--- config.mk ---
export PLATFORM = sky130hd
export DESIGN_NAME = dsbe_key
export DESIGN_NICKNAME = d
export VERILOG_FILES = /design/src/dsbe_pkg.sv /design/src/dsbe_key.sv
export SDC_FILE = /design/constraint.sdc
export NUM_CORES = 2
export LEC_CHECK = 0
export BUFFER_PORTS_ARGS = -buffer_cell sky130_fd_sc_hd__buf_2
export CORE_ASPECT_RATIO = 0.5
export CORE_UTILIZATION = 33
export CTS_CLUSTER_DIAMETER = 50
export DETAILED_ROUTE_END_ITERATION = 16
export GPL_TIMING_DRIVEN = 0
export SLEW_MARGIN = 0
export SYNTH_ARGS = -nofsm -noshare
export SYNTH_HDL_FRONTEND = slang
export SYNTH_SLANG_ARGS = --single-unit
--- constraint.sdc ---
create_clock -name clk -period 3.2 [get_ports clk]
set_input_delay 0.96 -clock clk [delete_from_list [all_inputs] [get_ports clk]]
set_output_delay 0.96 -clock clk [all_outputs]
set_load 0.02 [all_outputs]
--- src/dsbe_pkg.sv ---
// ----------------------------------------------------------------------------
// dsbe_pkg
// Shared constants, types and register codes of the eye-distance depth sorter.
// ----------------------------------------------------------------------------
package dsbe_pkg;

    localparam int MAX_POINTS = 64;
    localparam int CNT_W      = $clog2(MAX_POINTS + 1);
    localparam int COORD_W    = 16;
    localparam int DIFF_W     = COORD_W + 1;
    localparam int SQ_W       = 2 * COORD_W;
    localparam int KEY_W      = 34;
    localparam int POINT_W    = 3 * COORD_W;
    localparam int ADDR_W     = 4;
    localparam int DATA_W     = 32;

    typedef logic [1:0] reg_idx_t;
    localparam reg_idx_t REG_EYE_X          = 2'd0;
    localparam reg_idx_t REG_EYE_Y          = 2'd1;
    localparam reg_idx_t REG_EYE_Z          = 2'd2;
    localparam reg_idx_t REG_FARTHEST_FIRST = 2'd3;

    typedef enum logic
    {
        ST_FILL,
        ST_EMIT
    } state_t;

    // Broadcast from the controller to every cell of the chain.
    typedef struct packed
    {
        logic insert;
        logic emit;
        logic farthest_first;
    } cell_ctrl_t;

    // A point with its finished key, as it leaves the key pipeline.
    typedef struct packed
    {
        logic               valid;
        logic               set_end;
        logic [POINT_W-1:0] point;
        logic [KEY_W-1:0]   key;
    } key_item_t;

endpackage

--- src/dsbe_key.sv ---
// ----------------------------------------------------------------------------
// dsbe_key
// Two-stage pipeline that computes the squared distance of a point to the eye.
// ----------------------------------------------------------------------------
module dsbe_key
    import dsbe_pkg::*;
(
    input  logic                      clk,
    input  logic                      rst_n,
    input  logic                      accept,
    input  logic signed [COORD_W-1:0] point_x,
    input  logic signed [COORD_W-1:0] point_y,
    input  logic signed [COORD_W-1:0] point_z,
    input  logic                      set_end,
    input  logic signed [COORD_W-1:0] eye_x,
    input  logic signed [COORD_W-1:0] eye_y,
    input  logic signed [COORD_W-1:0] eye_z,
    output key_item_t                 item,
    output logic                      busy_end
);

    logic signed [DIFF_W-1:0]   dx;
    logic signed [DIFF_W-1:0]   dy;
    logic signed [DIFF_W-1:0]   dz;
    logic signed [2*DIFF_W-1:0] px;
    logic signed [2*DIFF_W-1:0] py;
    logic signed [2*DIFF_W-1:0] pz;

    logic [SQ_W-1:0]    sqx_reg;
    logic [SQ_W-1:0]    sqy_reg;
    logic [SQ_W-1:0]    sqz_reg;
    logic [POINT_W-1:0] s1_point_reg;
    logic               s1_valid_reg;
    logic               s1_end_reg;
    logic               s2_valid_reg;
    logic               s2_end_reg;
    logic [POINT_W-1:0] s2_point_reg;
    logic [KEY_W-1:0]   s2_key_reg;
    logic [KEY_W-1:0]   sum;

    always_comb
    begin
        dx = DIFF_W'(point_x) - DIFF_W'(eye_x);
        dy = DIFF_W'(point_y) - DIFF_W'(eye_y);
        dz = DIFF_W'(point_z) - DIFF_W'(eye_z);
        px = dx * dx;
        py = dy * dy;
        pz = dz * dz;
        sum = KEY_W'(sqx_reg) + KEY_W'(sqy_reg) + KEY_W'(sqz_reg);
    end

    always_ff @(posedge clk or negedge rst_n)
    begin
        if (!rst_n)
        begin
            s1_valid_reg <= 1'b0;
            s1_end_reg   <= 1'b0;
            s2_valid_reg <= 1'b0;
            s2_end_reg   <= 1'b0;
        end
        else
        begin
            s1_valid_reg <= accept;
            s1_end_reg   <= accept && set_end;
            s2_valid_reg <= s1_valid_reg;
            s2_end_reg   <= s1_end_reg;
        end
    end

    // The square of a 17-bit difference always fits in 32 bits.
    always_ff @(posedge clk)
    begin
        sqx_reg      <= px[SQ_W-1:0];
        sqy_reg      <= py[SQ_W-1:0];
        sqz_reg      <= pz[SQ_W-1:0];
        s1_point_reg <= {point_z, point_y, point_x};
        s2_point_reg <= s1_point_reg;
        s2_key_reg   <= sum;
    end

    always_comb
    begin
        item.valid   = s2_valid_reg;
        item.set_end = s2_end_reg;
        item.point   = s2_point_reg;
        item.key     = s2_key_reg;
    end

    assign busy_end = s1_end_reg || s2_end_reg;

endmodule

# Yosys cells after proc, flatten, opt, wreduce, memory -nomap -nowiden
# Cells that the tools add are included.
dict set report classes {
  multipliers 3
  n_addsub 5
  reduce_logical 2
}
# cell n
set ops {}
lappend ops {{multiplier 17 x 17 -> 32 bit} 3}
lappend ops {{subtractor 16 x 16 -> 17 bit} 3}
lappend ops {{adder 33 x 32 -> 34 bit} 1}
lappend ops {{adder 32 x 32 -> 33 bit} 1}
lappend ops {{logical AND 1 bit} 1}
lappend ops {{logical OR 1 bit} 1}
dict set report word_totals {
  word_cells 20
  reg_bits 230
  output_inout_bits 85
}

# Depth between registers and ports, before layout
dict set report depth {
  ltp_word 2
  mapped_depth 36
  mapped_depth_nobuf 35
}

# Worst setup path after synthesis
# No wires, ideal clock.
dict set report synth_path {
  path_kind {input to register}
  start {input port point_x[0]}
  end {register sqx_reg[29]}
  t_required_ns 3.128
  setup_slack_ns -5.404
  stages 33
  arrival_time_ns 8.532
  cell_sequence {inv_1 > ha_1 > fa_1 > nand2b_1 > a21boi_0 > o21ai_0 > a221oi_2 > a221oi_1 > nor2_2 > nand2_1 > a31o_2 > inv_1 > buf_2 > nor2_1 > fa_1 > inv_1 > fa_1 > inv_1 > fa_1 > fa_1 > fa_1 > inv_1 > fa_1 > inv_1 > ha_1 > a211o_1 > or3_1 > o32a_1 > o211ai_2 > o221ai_1 > a21o_1 > a21oi_1 > xnor2_1}
}
dict set report synth_between {
  elab_chain_cells 2
}
# element line_no
set synth_lines {}
lappend synth_lines {{start, declared} dsbe_key.sv:11} ;# input logic signed [COORD_W-1:0] point_x,
lappend synth_lines {{subtractor 16 x 16 -> 17 bit} dsbe_key.sv:43} ;# dx = DIFF_W'(point_x) - DIFF_W'(eye_x);
lappend synth_lines {{multiplier 17 x 17 -> 32 bit} dsbe_key.sv:46} ;# px = dx * dx;
lappend synth_lines {{net px[29]} dsbe_key.sv:25} ;# logic signed [2*DIFF_W-1:0] px;
lappend synth_lines {{end signal, assigned} dsbe_key.sv:73} ;# sqx_reg <= px[SQ_W-1:0];
lappend synth_lines {{end, declared} dsbe_key.sv:29} ;# logic [SQ_W-1:0] sqx_reg;
# The timed path passes the listed nets, and every way through them passes these cells.

# Worst setup path after layout
dict set report layout_path {
  start {input port eye_z[1]}
  end {register sqz_reg[31]}
}
dict set report layout_between {
  elab_chain_cells 2
}
# element line_no
set layout_lines {}
lappend layout_lines {{start, declared} dsbe_key.sv:17} ;# input logic signed [COORD_W-1:0] eye_z,
lappend layout_lines {{subtractor 16 x 16 -> 17 bit} dsbe_key.sv:45} ;# dz = DIFF_W'(point_z) - DIFF_W'(eye_z);
lappend layout_lines {{multiplier 17 x 17 -> 32 bit} dsbe_key.sv:48} ;# pz = dz * dz;
lappend layout_lines {{net pz[31]} dsbe_key.sv:27} ;# logic signed [2*DIFF_W-1:0] pz;
lappend layout_lines {{end signal, assigned} dsbe_key.sv:75} ;# sqz_reg <= pz[SQ_W-1:0];
lappend layout_lines {{end, declared} dsbe_key.sv:31} ;# logic [SQ_W-1:0] sqz_reg;
# The timed path passes the listed nets, and every way through them passes these cells.

==> results_dict.tcl <==
set metrics [dict create \
    status "complete, but fails checks" \
    violations "setup timing" \
    wl_per_cell_um 15.9 \
    cp_max_fo 5 \
    r2r-start "sqx_reg[15]" \
    r2r_slack_ns -0.34 \
    crit_family "adder cells" \
    fp.dieArea_um2 113000 \
    path_class "in -> reg" \
    startpoint "eye_z[1]" \
    dieWidth_um 474 \
    drtIter0Drc 1178 \
    worstPathArrival_ns 8.68 \
    end_kind "register" \
    crit_required_ns 3.69 \
    grt_use_total 0.169 \
    relSlewSlack 0.373 \
    fin_setup_tns_ns -296.27 \
    rsz0062_at_grt "true" \
    drtPass1Iterations 7 \
    grt_pass1_wl_mm 152 \
    synth_top_area_share 0.438 \
    htree_num_levels 1 \
    ys_ff_latch 227 \
    syn_area_um2 36800 \
    synth_common_cells "inv_1 (1025), fa_1 (806), nor2_1 (347)" \
    nFillCells 10693 \
    stdcell_count 5801 \
    rr_worst_depth 11 \
    clock_skew_ns 0.0212 \
    core_area_um2 110000 \
    fin_crit_ns 8.19 \
    r2r_end "s2_key_reg[32]" \
    tritoncts "done" \
    yosysSeqAreaShare 0.124 \
    post-dp-hpwl_mm 75.4 \
    synth_cell_type_count 85 \
    synth_top_area_cell "fa_1" \
    ys_warn_count 0 \
    worst_slew_pin_slew_ns 0.941 \
    grt_pass1_vias 29344 \
    dpl.cell_count 5543 \
    port_buffers 184 \
    fp.dieH_um 238 \
    antenna_found_initial 3 \
    synth_area_leaders "fa_1 (44%), dfxtp_1 (12%), ha_1 (11%)" \
    fmax_ghz 0.122 \
    timing.final.crit_share 2.56 \
    pin_count 185 \
    slew_viol_final 0 \
    final_layout_size_suffix_gt1_frac 0.247 \
    synthArstFlopShare 0.0176 \
    routed_via_density 4.61 \
    grt_max_degree 16 \
    hold_path_class "in -> async" \
    fin_ws_ns -4.99 \
    ant_nets 0 \
    vias 26715 \
    crit_buf_inv 8 \
    overflow 0 \
    cpPeakStageDelay_ns 0.58 \
    synth_edf_count 0 \
    finish.net_count 5502 \
    drcViolationCount 0 \
    crit_slowest_cell "fa_1" \
    finalSetupViolations 88 \
    cts_max_path_buffers 3 \
    clk_latency_ns 0.62 \
    num_rows 86 \
    syn_inst 3861 \
    syn_area_per_cell_um2 9.53 \
    wirelength_mm 92.3 \
    clk_pin_slew_ns 0.06 \
    crit_top_cell "fa_1" \
    cp-start-kind "input pin" \
    hold_viol 0 \
    yosysMostFrequentCell "inv_1" \
    cts_sinks 227 \
    place.gp.congestion 0.908 \
    cts_root_buf "clkbuf_16" \
    cts_buffers 29 \
    synthFlopType "dfxtp_1" \
    syn_to_final_growth_pct 25.5 \
    initial_core_util 0.333 \
    max-cap-violations 0 \
]
worst max-delay path by stage:
stage,endpoint,depth (start not counted)
4_1_cts,sqz_reg[25],35
3_3_place_gp,sqx_reg[31],32
5_1_grt,sqz_reg[30],35
3_5_place_dp,sqx_reg[31],32
6_report,sqz_reg[31],34
2_1_floorplan,sqz_reg[30],32
stage by stage:
step	util	hold WS, ns	area [um2]	worst slack (ns)
final	0.418	0.141	46200	-4.99
after global routing	0.418	0.104	46200	-5.18
after CTS	0.403	0.0914	44500	-4.86
after detailed placement	0.374	0.312	41300	-6.31
after global placement	0.374	0.310	41300	-6.23
after floorplan	-	0.310	38500	-4.85
cell families after synthesis:
logic type / Yosys count / synth area share
multiplexers: 2 / 0.000544
other: 1 / 0.000102
AO/OA/AOI/OAI: 405 / 0.0763
adder cells (fa/ha/maj): 1121 / 0.545
AND/OR/NAND/NOR: 802 / 0.0939
buffers and inverters: 1121 / 0.115
XOR/XNOR: 182 / 0.0443
flip-flops: 227 / 0.124
per-layer routing:
layer | up-vias | track usage | part of all wire
met5 | - | 0 | 0.00012
met4 | 2 | 0.0491 | 0.030
met3 | 139 | 0.0282 | 0.053
met2 | 595 | 0.289 | 0.49
met1 | 13575 | 0.218 | 0.42
li1 | 12404 | - | -
cells in the final DEF (no fill, tap or decap), types with 36 or more instances in the layout:
cell type / instances
buf_2: 179
fa_1: 772
nand2_1: 217
dfxtp_1: 222
buf_6: 49
nor2_1: 285
nor2_2: 41
inv_2: 87
buf_4: 168
a21oi_1: 63
ha_4: 81
xnor2_1: 102
inv_1: 932
a21o_1: 78
a21oi_2: 36
ha_1: 225
worst register-to-register path, stage by stage, from the launching register on:
cell and delay (ns):
dfxtp_1 0.33, fa_1 0.54, ha_2 0.31, a21o_1 0.19
a21oi_1 0.17, o21ai_0 0.11, a211oi_1 0.25, nor2_1 0.12
or4_4 0.54, a21o_1 0.21, a2111o_1 0.42, o211ai_1 0.21
what timing repair did:
| action | 4_1_cts | 5_1_grt |
|---|---|---|
| setup endpoints to repair | 93 | 95 |
| resized for setup | 285 | 281 |
| setup buffers | 119 | 93 |
| pin swaps | 205 | 264 |
| gates cloned | 0 | 2 |
| hold buffers | 0 | 0 |
layout make-up:
class,count,area [um2],area share
clock buffer,33,761,0.0165
clock inverter,20,243,0.00526
inverter,1039,4000,0.0866
multi-input combinational,2515,31100,0.674
timing repair buffer,388,2790,0.0604
tap,1496,1870,0.0405
sequential,227,4570,0.0989
buffer,81,838,0.0182
antenna,2,5.00,0.000108
Power is not shown: default switching activity piles up to over one toggle a cycle in this logic, so the estimate is an artifact.
