==> src/dsbe_pkg.sv <==
// ----------------------------------------------------------------------------
// dsbe_pkg
// Shared constants, types and register codes of the eye-distance depth sorter.
// ----------------------------------------------------------------------------
package dsbe_pkg;

    localparam int MAX_POINTS = 64;
    localparam int CNT_W      = $clog2(MAX_POINTS + 1);
    localparam int COORD_W    = 16;
    localparam int DIFF_W     = COORD_W + 1;
    localparam int SQ_W       = 2 * COORD_W;
    localparam int KEY_W      = 34;
    localparam int POINT_W    = 3 * COORD_W;
    localparam int ADDR_W     = 4;
    localparam int DATA_W     = 32;

    typedef logic [1:0] reg_idx_t;
    localparam reg_idx_t REG_EYE_X          = 2'd0;
    localparam reg_idx_t REG_EYE_Y          = 2'd1;
    localparam reg_idx_t REG_EYE_Z          = 2'd2;
    localparam reg_idx_t REG_FARTHEST_FIRST = 2'd3;

    typedef enum logic
    {
        ST_FILL,
        ST_EMIT
    } state_t;

    // Broadcast from the controller to every cell of the chain.
    typedef struct packed
    {
        logic insert;
        logic emit;
        logic farthest_first;
    } cell_ctrl_t;

    // A point with its finished key, as it leaves the key pipeline.
    typedef struct packed
    {
        logic               valid;
        logic               set_end;
        logic [POINT_W-1:0] point;
        logic [KEY_W-1:0]   key;
    } key_item_t;

endpackage

==> src/dsbe_cell.sv <==
// ----------------------------------------------------------------------------
// dsbe_cell
// One compare-and-shift cell of the sorted chain.
// ----------------------------------------------------------------------------
module dsbe_cell
    import dsbe_pkg::*;
(
    input  logic               clk,
    input  cell_ctrl_t         ctrl,
    input  logic               free,
    input  logic [KEY_W-1:0]   new_key,
    input  logic [POINT_W-1:0] new_point,
    input  logic [KEY_W-1:0]   prev_key,
    input  logic [POINT_W-1:0] prev_point,
    input  logic [KEY_W-1:0]   next_key,
    input  logic [POINT_W-1:0] next_point,
    input  logic               taken_in,
    output logic               taken_out,
    output logic [KEY_W-1:0]   key,
    output logic [POINT_W-1:0] point
);

    logic [KEY_W-1:0]   key_reg;
    logic [KEY_W-1:0]   key_next;
    logic [POINT_W-1:0] point_reg;
    logic [POINT_W-1:0] point_next;
    logic               passes;
    logic               here;

    always_comb
    begin
        passes = ctrl.farthest_first ? (key_reg < new_key) : (key_reg > new_key);
        here   = free || passes;
        key_next   = key_reg;
        point_next = point_reg;
        if (ctrl.insert)
        begin
            // Once an earlier cell has taken the new point, everything after it
            // moves one place down the chain.
            if (taken_in)
            begin
                key_next   = prev_key;
                point_next = prev_point;
            end
            else if (here)
            begin
                key_next   = new_key;
                point_next = new_point;
            end
        end
        else if (ctrl.emit)
        begin
            key_next   = next_key;
            point_next = next_point;
        end
    end

    always_ff @(posedge clk)
    begin
        key_reg   <= key_next;
        point_reg <= point_next;
    end

    assign taken_out = taken_in || here;
    assign key       = key_reg;
    assign point     = point_reg;

endmodule

==> config.mk <==
export PLATFORM = sky130hd
export DESIGN_NAME = dsbe_cell
export DESIGN_NICKNAME = d
export VERILOG_FILES = /design/src/dsbe_pkg.sv /design/src/dsbe_cell.sv
export SDC_FILE = /design/constraint.sdc
export NUM_CORES = 1
export LEC_CHECK = 0
export BUFFER_PORTS_ARGS = -buffer_cell sky130_fd_sc_hd__buf_2
export CAP_MARGIN = 20
export CORE_AREA = 4 4 127 129
export DETAILED_ROUTE_END_ITERATION = 10
export DIE_AREA = 0 0 131 133
export PLACE_DENSITY_LB_ADDON = 0.12
export SYNTH_ARGS = -nofsm -noshare
export SYNTH_HDL_FRONTEND = slang
export SYNTH_SLANG_ARGS = --single-unit
==> constraint.sdc <==
create_clock -name clk -period 6.9 [get_ports clk]
set_clock_uncertainty 0.15 [all_clocks]
set_input_delay 0.345 -clock clk [delete_from_list [all_inputs] [get_ports clk]]
set_output_delay 0.345 -clock clk [all_outputs]
set_load 0.01 [all_outputs]
### Word level (Yosys, flattened, before mapping)

Index checks and enable logic that the tools add are counted.

| word-level totals | value |
|---|---|
| flip-flop bits (word level) | 82 |
| bits of input ports | 252 |
| output and inout bits | 83 |
| word-level logic and storage cells | 18 |

| cells by class | value |
|---|---|
| $lt $le $gt $ge | 2 |
| eq/ne operators | 1 |
| multiplexer cells | 9 |
| reduce and logical (&&, ||, !) cells | 4 |

Operator list:

| cell | count |
|---|---|
| two-way mux 48 bit | 4 |
| two-way mux 34 bit | 4 |
| > comparator 34 bit | 1 |
| < comparator 34 bit | 1 |
| != test 3 x 1 -> 1 bit (second input constant) | 1 |
| logical OR 1 bit | 2 |
| AND reduction 2 bit | 1 |
| nonzero test 2 bit | 1 |
| two-way mux 1 bit | 1 |

### Longest topological paths before layout

Gate-level depths: netlist of run 1.

| logic depth | value |
|---|---|
| depth after elaboration | 6 |
| depth in mapped cells | 8 |
| gate-level depth less buffers | 8 |

### Worst setup path after synthesis of run 1

OpenSTA, ideal clock, no wires.

| timing path | value |
|---|---|
| kind | flip-flop to flip-flop |
| start point | reg key_reg[21], in the netlist key[21] |
| end point | reg key_reg[0], in the netlist key[0] (enable) |
| library setup time | 383 ps |
| arrival | 2388 ps |
| data required time | 6367 ps |
| setup slack | 3979 ps |
| cell stages (with the launch flop) | 8 |
| path buffers | 0 |
| clock period less this slack | 2921 ps |
| path through | edfxtp_1 ha_1 and4_1 and4bb_1 a41o_1 a211oi_2 nand2_1 mux2_4 |

| between the ends | value |
|---|---|
| word-level cells in the longest chain between the ends | 5 |
| elaborated cells between the ends (all ways) | 6 |
| those cells by class | order compare (2); eq/ne (1); mux (1); reduce/logical (2) |

RTL lines:

| element | line | RTL |
|---|---|---|
| from (decl) | dsbe_cell.sv:23 | `logic [KEY_W-1:0] key_reg;` |
| from (signal assigned) | dsbe_cell.sv:60 | `key_reg <= key_next;` |
| > comparator 34 bit or < comparator 34 bit (tied branches) | dsbe_cell.sv:32 | `passes = ctrl.farthest_first ? (key_reg < new_key) : (key_reg > new_key);` |
| two-way mux 1 bit * | dsbe_cell.sv:32 |  |
| logical OR 1 bit * | dsbe_cell.sv:33 | `here = free \|\| passes;` |
| != test 3 x 1 -> 1 bit (no line) * | -- |  |
| AND reduction 2 bit (no line) * | -- |  |

Every way passes the cells marked *; elsewhere a longest branch is shown, timed or not.
A chain may end at the register's enable or synchronous reset.

### Final worst setup path of run 1

| timing path | value |
|---|---|
| start point | reg key_reg[21], in the netlist key[21] |
| end point | reg point_reg[18], in the netlist point[18] (enable) |

| between the ends | value |
|---|---|
| word-level cells in the longest chain between the ends | 5 |
| elaborated cells between the ends (all ways) | 6 |
| those cells by class | order compare (2); eq/ne (1); mux (1); reduce/logical (2) |

RTL lines:

| element | line | RTL |
|---|---|---|
| > comparator 34 bit or < comparator 34 bit (tied branches) | dsbe_cell.sv:32 |  |
| two-way mux 1 bit * | dsbe_cell.sv:32 |  |
| logical OR 1 bit * | dsbe_cell.sv:33 |  |
| != test 3 x 1 -> 1 bit (no line) * | -- |  |
| AND reduction 2 bit (no line) * | -- |  |
| to (signal assigned) | dsbe_cell.sv:61 | `point_reg <= point_next;` |
| to (decl) | dsbe_cell.sv:25 | `logic [POINT_W-1:0] point_reg;` |

Marked as above.

==> impl_metrics.py, run 1 <==
metrics = {
    "placement": {
        "dp_cells": 987,
        "place_congestion": 0.8092,
        "dp_hpwl_um": 13100,
        "dp_slack_ns": 3.547,
        "dpl_cell_area_um2": 6878,
        "port_buffers": 334,
    },
    "clocking": {
        "cts_buffer_depth": 2,
        "numCtsBuffers": 9,
        "hold_buffers": 0,
        "clock_sinks": 82,
        "htreeDepth": 3,
        "clk_pin_slew_ns": 0.06,
        "cts-root-buf": "clkbuf_16",
        "post_cts_buffers": 0,
        "insertion_delay_ns": 0.33,
        "cts_tree": "built",
        "cts_resized": 0,
    },
    "sta": {
        "fmax_ghz": 0.3277,
        "finalSetupViolations": 0,
        "drv_slew": 0,
        "hold_viol_final": 0,
        "finalWorstSetupSlack_ns": 3.848,
        "fin_crit_ns": 3.052,
        "hold_slack_ns": 0.1881,
        "worst_pin_slew_ns": 0.8376,
        "setup-tns-final_ns": 0,
        "rsz0062_at_grt": "false",
        "period_share_pct": 44.23,
        "slew_headroom_pct": 44.16,
    },
    "finish": {
        "fin_cells": 1004,
        "postLayoutCellArea_um2": 7161,
        "multiInputGateArea_um2": 2357,
        "fillerInstances": 1491,
        "post-route-util_pct": 47.63,
        "regArea_um2": 2462,
        "synthToLayoutAreaGrowth_pct": 41.34,
        "drive_gt1_share_pct": 43.44,
        "layout_commonest_cell": "buf_2",
        "nets": 1097,
        "final_cell_mix": "332 x buf_2, 95 x a21oi_1, 88 x nor2_1, 82 x mux2i_1, 82 x edfxtp_1",
        "largest_reg_flops": 48,
    },
    "floorplanning": {
        "start_util_pct": 33.70,
        "rows": 45,
        "die_area_um2": 17420,
        "die_x_um": 131,
        "io_pins": 335,
        "die_y_um": 133,
        "core_um2": 15030,
    },
    "setup_path": {
        "worstPathArrival_ns": 2.91,
        "slowest_delay_ns": 0.49,
        "critPathCaptureType": "register",
        "path_class": "register to register",
        "start_kind": "register",
        "cp.required_ns": 6.76,
        "r2r_cells": 8,
        "crit_path_max_fanout": 54,
        "critPathSlowestCell": "mux2_4",
        "crit_chain": "ha_1 > a21oi_2 > o21ai_1 > a221o_1 > a211oi_2 > nand2_1 > mux2_4 > buf_16",
    },
    "min_path": {
        "holdPathStages": 3,
        "hold_class": "primary input to register",
    },
    "synth": {
        "yosys.area.top_type": "edfxtp_1",
        "synth_cell_type_count": 29,
        "ys_ff_latch": 82,
        "yosysWarnings": 0,
        "synth_ff_type": "edfxtp_1",
        "syn-mean-instance-area_um2": 10.32,
        "async_flop_share_pct": 0,
        "yosysTopAreaCellShare_pct": 48.60,
        "synth_cells": 491,
        "synth_edf_count": 82,
        "syn_area_um2": 5066,
        "synth.yosys.seq_area_share_pct": 48.60,
        "syn_nets": 777,
        "ys_top_cells_by_area": "edfxtp_1 49%, mux2i_1 16%, a21oi_1 9.4%",
    },
    "detailed_routing": {
        "wl_per_cell_um": 16.12,
        "ant_nets": 0,
        "route.detailed.drc": 0,
        "drt_wl_total_um": 16180,
        "dr.pass1.iters": 4,
        "post_drt_via_cell_ratio": 4.720,
        "via_count": 4739,
        "drt_iter0_drc": 140,
    },
    "pwr": {
        "vdd_drop_max_uv": 97.18,
        "p_total_mw": 1.502,
        "powerDensity_nw_per_um2": 209.8,
        "leakage_nw": 3.607,
    },
    "global_route": {
        "grt-ovfl-total": 0,
        "grt_start_max_net_pins": 90,
        "grt_antenna_before_repair": 2,
        "grt_usage_pct": 17.66,
        "grt_pass1_vias": 4773,
        "grt_pass1_wl_um": 23900,
    },
    "job": {
        "drv_cap": 0,
    },
    "outcome": {
        "status": "completed",
    },
}
==> cell usage after synthesis (all sizes together), types with 3 or more instances <==
cell type  instances
a21o               3
a21oi             96
buf               11
clkbuf            17
edfxtp            82
ha                34
inv               35
mux2i             82
nand2             12
nand3              6
nand4              5
nor2              88
o21ai              6
==> report_power, final <==
| part | internal, mW | switching, mW |
|---|---|---|
| clock | 0.239 | 0.185 |
| combinational | 0.182 | 0.226 |
| sequential | 0.644 | 0.0255 |
| total | 1.07 | 0.437 |
==> cell type report <==
type | instances | share of cell area (%)
tap | 188 | 3.285
sequential | 82 | 34.39
multi-input combinational | 346 | 32.92
antenna | 1 | 0.03495
clock buffer | 11 | 3.250
timing repair buffer | 337 | 24.01
clock inverter | 4 | 0.2796
inverter | 35 | 1.835
==> critical path, delay by kind of cell, from the launching register on <==
| kind | cells | cell delay [ns] |
|---|---|---|
| and+or+nand+nor | 1 | 0.10 |
| buffers and inverters | 1 | 0.31 |
| DFF | 1 | 0.41 |
| muxes | 1 | 0.49 |
| adders and majority gates | 1 | 0.33 |
| AOI/OAI and AO/OA | 4 | 0.87 |
==> routing by layer <==
metal / vias up / global-route usage, % / part of all wire, %
li1: 2420 / - / -
met1: 2112 / 19.12 / 37
met2: 192 / 31.74 / 52
met3: 13 / 6.217 / 9.7
met4: 2 / 5.486 / 1.1
met5: - / 0 / 0.049
==> path summary, 6_finish.rpt <==
path	start	end	slack, ns
worst max-delay path	key[21]	point[18]	3.85
worst min register to register	key[25]	key[12]	1.28
worst min-delay path	next_key[22]	key[22]	0.19
worst max register to register	key[21]	point[18]	3.85
==> kinds of logic (layout without fill, tap and decap cells) <==
kind of cell / count (synthesis) / count (layout) / synth area share (%)
AO/OA/AOI/OAI: 112 / 112 / 11.95
other: 0 / 1 / 0
buffers and inverters: 63 / 387 / 4.865
multiplexers: 83 / 83 / 16.50
AND/OR/NAND/NOR: 117 / 117 / 9.681
flip-flops: 82 / 82 / 48.60
adder cells (fa/ha/maj): 34 / 34 / 8.397
Note: power is estimated with default switching activity, not from simulation.
==> run 2: changes to the inputs <==
- CORE_AREA: 4 4 127 129 -> 4 4 126 128
- DIE_AREA: 0 0 131 133 -> 0 0 130 132
- clock period: 6.9 -> 2.8 ns (I/O delays scaled with it)
==> run 2 against run 1 <==
Worst hold slack worse by 0.18 ns. Highest routed layer unchanged. Critical path type unchanged. First-iteration DRC count is 20% lower. Register-to-register slack worse by 3.8 ns. Non-clock buffer count is 62 higher. Die area is 1.5% lower. Sequential cell count stayed put. Clock power grew to 2.6 times the previous value. Global-route usage is 1.6 points higher. Sequential share of layout area is 3.3 points lower. Count of clock-buffer cells in the layout stayed put. Final area is 11% higher. Critical endpoint is now point[27]. Power grew to 2.6 times the previous value.
==> impl_metrics.py, run 2 (synthesis results as in run 1) <==
metrics = {
    "setup_path": {
        "path_class": "register to register",
        "timing.rr.start": "key[32]",
        "critPathLaunch": "key[32]",
        "r2r-end": "point[27]",
        "crit_path_max_fanout": 23,
        "crit_cells": 8,
        "critPathSlowestCell": "mux2_8",
        "crit_chain": "ha_1 > nand4_1 > and4bb_2 > a41o_1 > a211oi_2 > nand2_1 > mux2_8 > buf_12",
        "critPathCaptureType": "register",
        "start_kind": "register",
        "slowest_delay_ns": 0.40,
        "r2r_slack_ns": 0.09,
        "worstPathArrival_ns": 2.65,
        "worst_setup_path_endpoint": "point[27]",
        "r2r_cells": 8,
        "critPathBufInv": 1,
        "critical-path-top-delay-family": "simple AND/OR/NAND/NOR gates",
        "cp.required_ns": 2.74,
    },
    "pwr": {
        "leakage_nw": 3.910,
        "powerDensity_nw_per_um2": 494.6,
        "p_total_mw": 3.916,
        "vdd_drop_max_uv": 357.4,
    },
    "sta": {
        "fin_crit_ns": 2.709,
        "finalWorstSetupSlack_ns": 0.09091,
        "slew_headroom_pct": 35.43,
        "fmax_ghz": 0.3691,
        "drv_slew": 0,
        "worst_pin_slew_ns": 0.9685,
        "rsz0062_at_grt": "true",
        "finalSetupViolations": 0,
        "period_share_pct": 96.75,
        "hold_viol_final": 0,
    },
    "clocking": {
        "cts_tree": "built",
        "insertion_delay_ns": 0.33,
        "cts-root-buf": "clkbuf_16",
        "clock_sinks": 82,
        "clk_pin_slew_ns": 0.06,
        "htreeDepth": 3,
        "cts_buffer_depth": 2,
        "numCtsBuffers": 9,
    },
    "global_route": {
        "grt-ovfl-total": 0,
        "grt_pass1_vias": 5211,
        "grt_pass1_wl_um": 25740,
        "grt_usage_pct": 19.22,
        "grt_antenna_before_repair": 1,
        "grt_start_max_net_pins": 105,
    },
    "finish": {
        "postLayoutCellArea_um2": 7918,
        "synthToLayoutAreaGrowth_pct": 56.29,
        "drive_gt1_share_pct": 42.48,
        "antenna_cells": 0,
        "largest_reg_flops": 48,
        "nets": 1159,
        "post-route-util_pct": 53.27,
        "final_cell_mix": "331 x buf_2, 95 x a21oi_1, 88 x nor2_1, 82 x mux2i_1, 82 x edfxtp_1",
        "layout_commonest_cell": "buf_2",
    },
    "placement": {
        "place_congestion": 0.8532,
        "dp_hpwl_um": 13620,
        "port_buffers": 334,
        "dpl_cell_area_um2": 6987,
        "dp_slack_ns": 0.04219,
    },
    "floorplanning": {
        "start_util_pct": 34.08,
        "rows": 45,
        "io_pins": 335,
        "die_y_um": 132,
        "die_x_um": 130,
        "core_um2": 14860,
        "die_area_um2": 17160,
    },
    "detailed_routing": {
        "ant_nets": 0,
        "wl_per_cell_um": 15.99,
        "drt_iter0_drc": 112,
        "drt_wl_total_um": 17050,
        "route.detailed.drc": 0,
        "post_drt_via_cell_ratio": 4.720,
        "dr.pass1.iters": 4,
        "via_count": 5031,
    },
    "job": {
        "drv_cap": 0,
    },
    "min_path": {
        "hold_class": "primary input to register",
    },
    "outcome": {
        "status": "completed",
    },
}
==> run 2: stage by stage <==
step | setup TNS (ns) | hold WS [ns] | std cells
after global routing | -1.506 | 0.004587 | 1066
after CTS | 0 | 0.00001812 | 1063
after floorplan | 0 | 0.2156 | 491
after detailed placement | 0 | 0.3179 | 995
final | 0 | 0.007368 | 1066
after global placement | 0 | 0.3036 | 995
==> run 2: worst min-delay path: stages <==
cell and delay (ns):
buf_2 0.07, nor2_1 0.03, a21oi_1 0.12
==> run 2: metal layers <==
metal / part of all wire, % / vias to the layer above / routed length [um] / global-route usage, %
li1: - / 2553 / - / -
met1: 36 / 2228 / 6178 / 20.25
met4: 3.1 / 2 / 521 / 7.852
met5: 0.11 / - / 19 / 0
met3: 8.8 / 36 / 1508 / 6.159
met2: 52 / 212 / 8823 / 34.81
==> run 2: layout make-up <==
type	instances	area, um^2
well taps	188	235.2
repair buffers	399	2346
fillers	1383	6947
multi-input cells	346	2465
inverters	35	131.4
flip-flops and latches	82	2462
clock inverters	5	45.04
clock buffers	11	232.7
==> run 2: power by group <==
| part | total [mW] | internal [mW] | leakage (nW) | switching, mW |
|---|---|---|---|---|
| combinational | 1.14 | 0.548 | 2.96 | 0.593 |
| sequential | 1.66 | 1.59 | 0.816 | 0.0696 |
| clock | 1.12 | 0.679 | 0.134 | 0.440 |
==> run 2: how the worst min path moves through the flow <==
stage	slack, ns	startpoint	end	depth (start not counted)
finish	0.007	next_key[22]	key[22]	3
global route	0.005	next_point[32]	point[32]	3
CTS	0.00002	next_point[17]	point[17]	3
detailed placement	0.32	next_point[19]	point[19]	3
global placement	0.30	next_point[24]	point[24]	3
floorplan	0.22	next_key[32]	key[32]	2
==> run 2: timing repair <==
action                                  in CTS  in global routing
endpoints found under the setup margin       1                 80
buffers inserted                             1                  2
hold endpoints to repair                    51                  1
pin swaps                                    3                  5
resized for setup                            0                 14
hold buffers                                51                  1
==> run 3: changes to the inputs <==
- CORE_AREA: 4 4 126 128 -> unset
- CORE_MARGIN: unset -> 8
- CORE_UTILIZATION: unset -> 39
- DIE_AREA: 0 0 130 132 -> unset
==> run 3 against run 2 <==
Sequential power about the same. Largest power group unchanged. Maximum frequency increased by 0.39%. Utilization increased by 8.9 points. First-iteration DRC count increased by 31%. Highest routed layer unchanged. Combinational power increased by 4%. Via count increased by 1.5%. Register-to-register slack improved by 0.06 ns. Cell count decreased by 2.3%. Sequential share of layout area increased by 0.14 points. Power increased by 2.1%. Critical path depth increased by 2.
==> impl_metrics.py, run 3 (synthesis results as in run 1) <==
metrics = {
    "finish": {
        "largest_reg_flops": 48,
        "nets": 1150,
        "synthToLayoutAreaGrowth_pct": 55.59,
        "final_cell_mix": "331 x buf_2, 94 x a21oi_1, 88 x nor2_1, 82 x mux2i_1, 82 x edfxtp_1",
        "postLayoutCellArea_um2": 7883,
        "drive_gt1_share_pct": 44.35,
        "layout_commonest_cell": "buf_2",
    },
    "clocking": {
        "cts-root-buf": "clkbuf_16",
        "cts_tree": "built",
        "clock_sinks": 82,
        "numCtsBuffers": 9,
        "cts_buffer_depth": 2,
        "htreeDepth": 3,
        "insertion_delay_ns": 0.33,
        "clk_pin_slew_ns": 0.06,
    },
    "pwr": {
        "powerDensity_nw_per_um2": 507.3,
        "vdd_drop_max_uv": 256.9,
        "leakage_nw": 3.906,
    },
    "floorplanning": {
        "core_um2": 12670,
        "io_pins": 335,
        "die_area_um2": 16890,
        "die_x_um": 130.0,
        "die_y_um": 130.0,
        "start_util_pct": 39.98,
        "rows": 41,
    },
    "setup_path": {
        "critPathSlowestCell": "edfxtp_1",
        "crit_chain": "ha_4 > nand4_1 > nor3_2 > buf_4 > a41o_1 > a211oi_2 > buf_4 > a211o_2 > nand3_2 > buf_6",
        "crit_path_max_fanout": 3,
        "worstPathArrival_ns": 2.41,
        "critical-path-top-delay-family": "compound AO/OA/AOI/OAI gates",
        "slowest_delay_ns": 0.44,
        "path_class": "register to primary output",
        "critPathCaptureType": "primary output",
        "crit_path_frequent_cell": "buf_4",
        "cp.required_ns": 2.51,
        "start_kind": "register",
        "r2r_slack_ns": 0.15,
        "critPathBufInv": 3,
    },
    "detailed_routing": {
        "post_drt_via_cell_ratio": 4.900,
        "dr.pass1.iters": 4,
        "drt_wl_total_um": 18330,
        "via_count": 5106,
        "route.detailed.drc": 0,
        "wl_per_cell_um": 17.59,
        "ant_nets": 0,
        "drt_iter0_drc": 147,
    },
    "min_path": {
        "hold_class": "primary input to register",
    },
    "sta": {
        "period_share_pct": 96.38,
        "slew_headroom_pct": 58.84,
        "finalSetupViolations": 0,
        "drv_slew": 0,
        "hold_viol_final": 0,
        "worst_pin_slew_ns": 0.6174,
        "hold_slack_ns": 0.002622,
        "fmax_ghz": 0.3706,
        "fin_crit_ns": 2.699,
    },
    "placement": {
        "port_buffers": 334,
        "dpl_cell_area_um2": 7004,
        "dp_hpwl_um": 14720,
        "place_congestion": 0.8627,
    },
    "global_route": {
        "grt_antenna_before_repair": 3,
        "grt-ovfl-total": 0,
        "grt_pass1_vias": 5325,
        "grt_usage_pct": 20.53,
        "grt_start_max_net_pins": 153,
        "grt_pass1_wl_um": 26850,
    },
    "job": {
        "drv_cap": 0,
    },
    "outcome": {
        "status": "completed",
    },
}
## run 3: cell types whose count changed in the layout (fill, tap and decap cells not counted), sizes merged, moves of 2 or more
cell	previous run	this run
clkinv	4	2
clkinvlp	0	2
dlygate4sd3	52	37
diode	0	2
buf	347	351
## run 3: worst paths after layout
| kind | from | endpoint | depth (start not counted) |
|---|---|---|---|
| min reg2reg | key[25] | key[1] | 5 |
| min | next_key[17] | key[17] | 3 |
| max reg2reg | key[31] | key[3] | 8 |
| max | key[13] | taken_out | 10 |
## run 3: metal layers
| metal | global-route usage (%) | up-vias | wire [um] |
|---|---|---|---|
| met4 | 7.036 | 2 | 422 |
| met1 | 20.41 | 2331 | 6333 |
| met5 | 0 | - | 8 |
| met3 | 7.793 | 27 | 1828 |
| li1 | - | 2529 | - |
| met2 | 38.35 | 217 | 9734 |
## run 3: layout make-up
cell class	count	area (um^2)
Sequential cell	82	2462
Clock inverter	6	67.56
Antenna cell	2	5.005
Fill cell	1116	4788
Clock buffer	9	225.2
Tap cell	172	215.2
Multi-Input combinational cell	347	2495
Timing Repair Buffer	389	2281
Inverter	35	131.4
## run 3: repair_timing
item / in CTS / in global routing
hold buffers: 37 / 0
hold endpoints to repair: 37 / 0
setup buffers: 0 / 7
endpoints found under the setup margin: 0 / 77
resized for setup: 0 / 13
## run 3: metrics by stage
stage	TNS, ns	setup WS (ns)	total power, mW	cells	util [%]
floorplan	0	0.04577	2.201	491	-
global placement	0	0.1638	2.734	979	55.28
detailed placement	0	0.09641	2.760	979	55.28
CTS	0	0.007669	3.980	1031	60.51
global route	-0.003022	-0.003022	4.224	1042	62.21
finish	0	0.1013	3.999	1042	62.21
## run 3: worst min-delay path: cells and delay by family
| family | cells | cell delay, ns |
|---|---|---|
| AND/OR/NAND/NOR | 1 | 0.03 |
| buffers and inverters | 1 | 0.08 |
| AO/OA/AOI/OAI | 1 | 0.11 |
## run 3: power breakdown
part | switching, mW | leakage [nW] | internal [mW] | total, mW
clock | 0.476 | 0.138 | 0.689 | 1.16
sequential | 0.0687 | 0.816 | 1.59 | 1.65
combinational | 0.610 | 2.95 | 0.570 | 1.18
total | 1.15 | 3.91 | 2.84 | 4.00
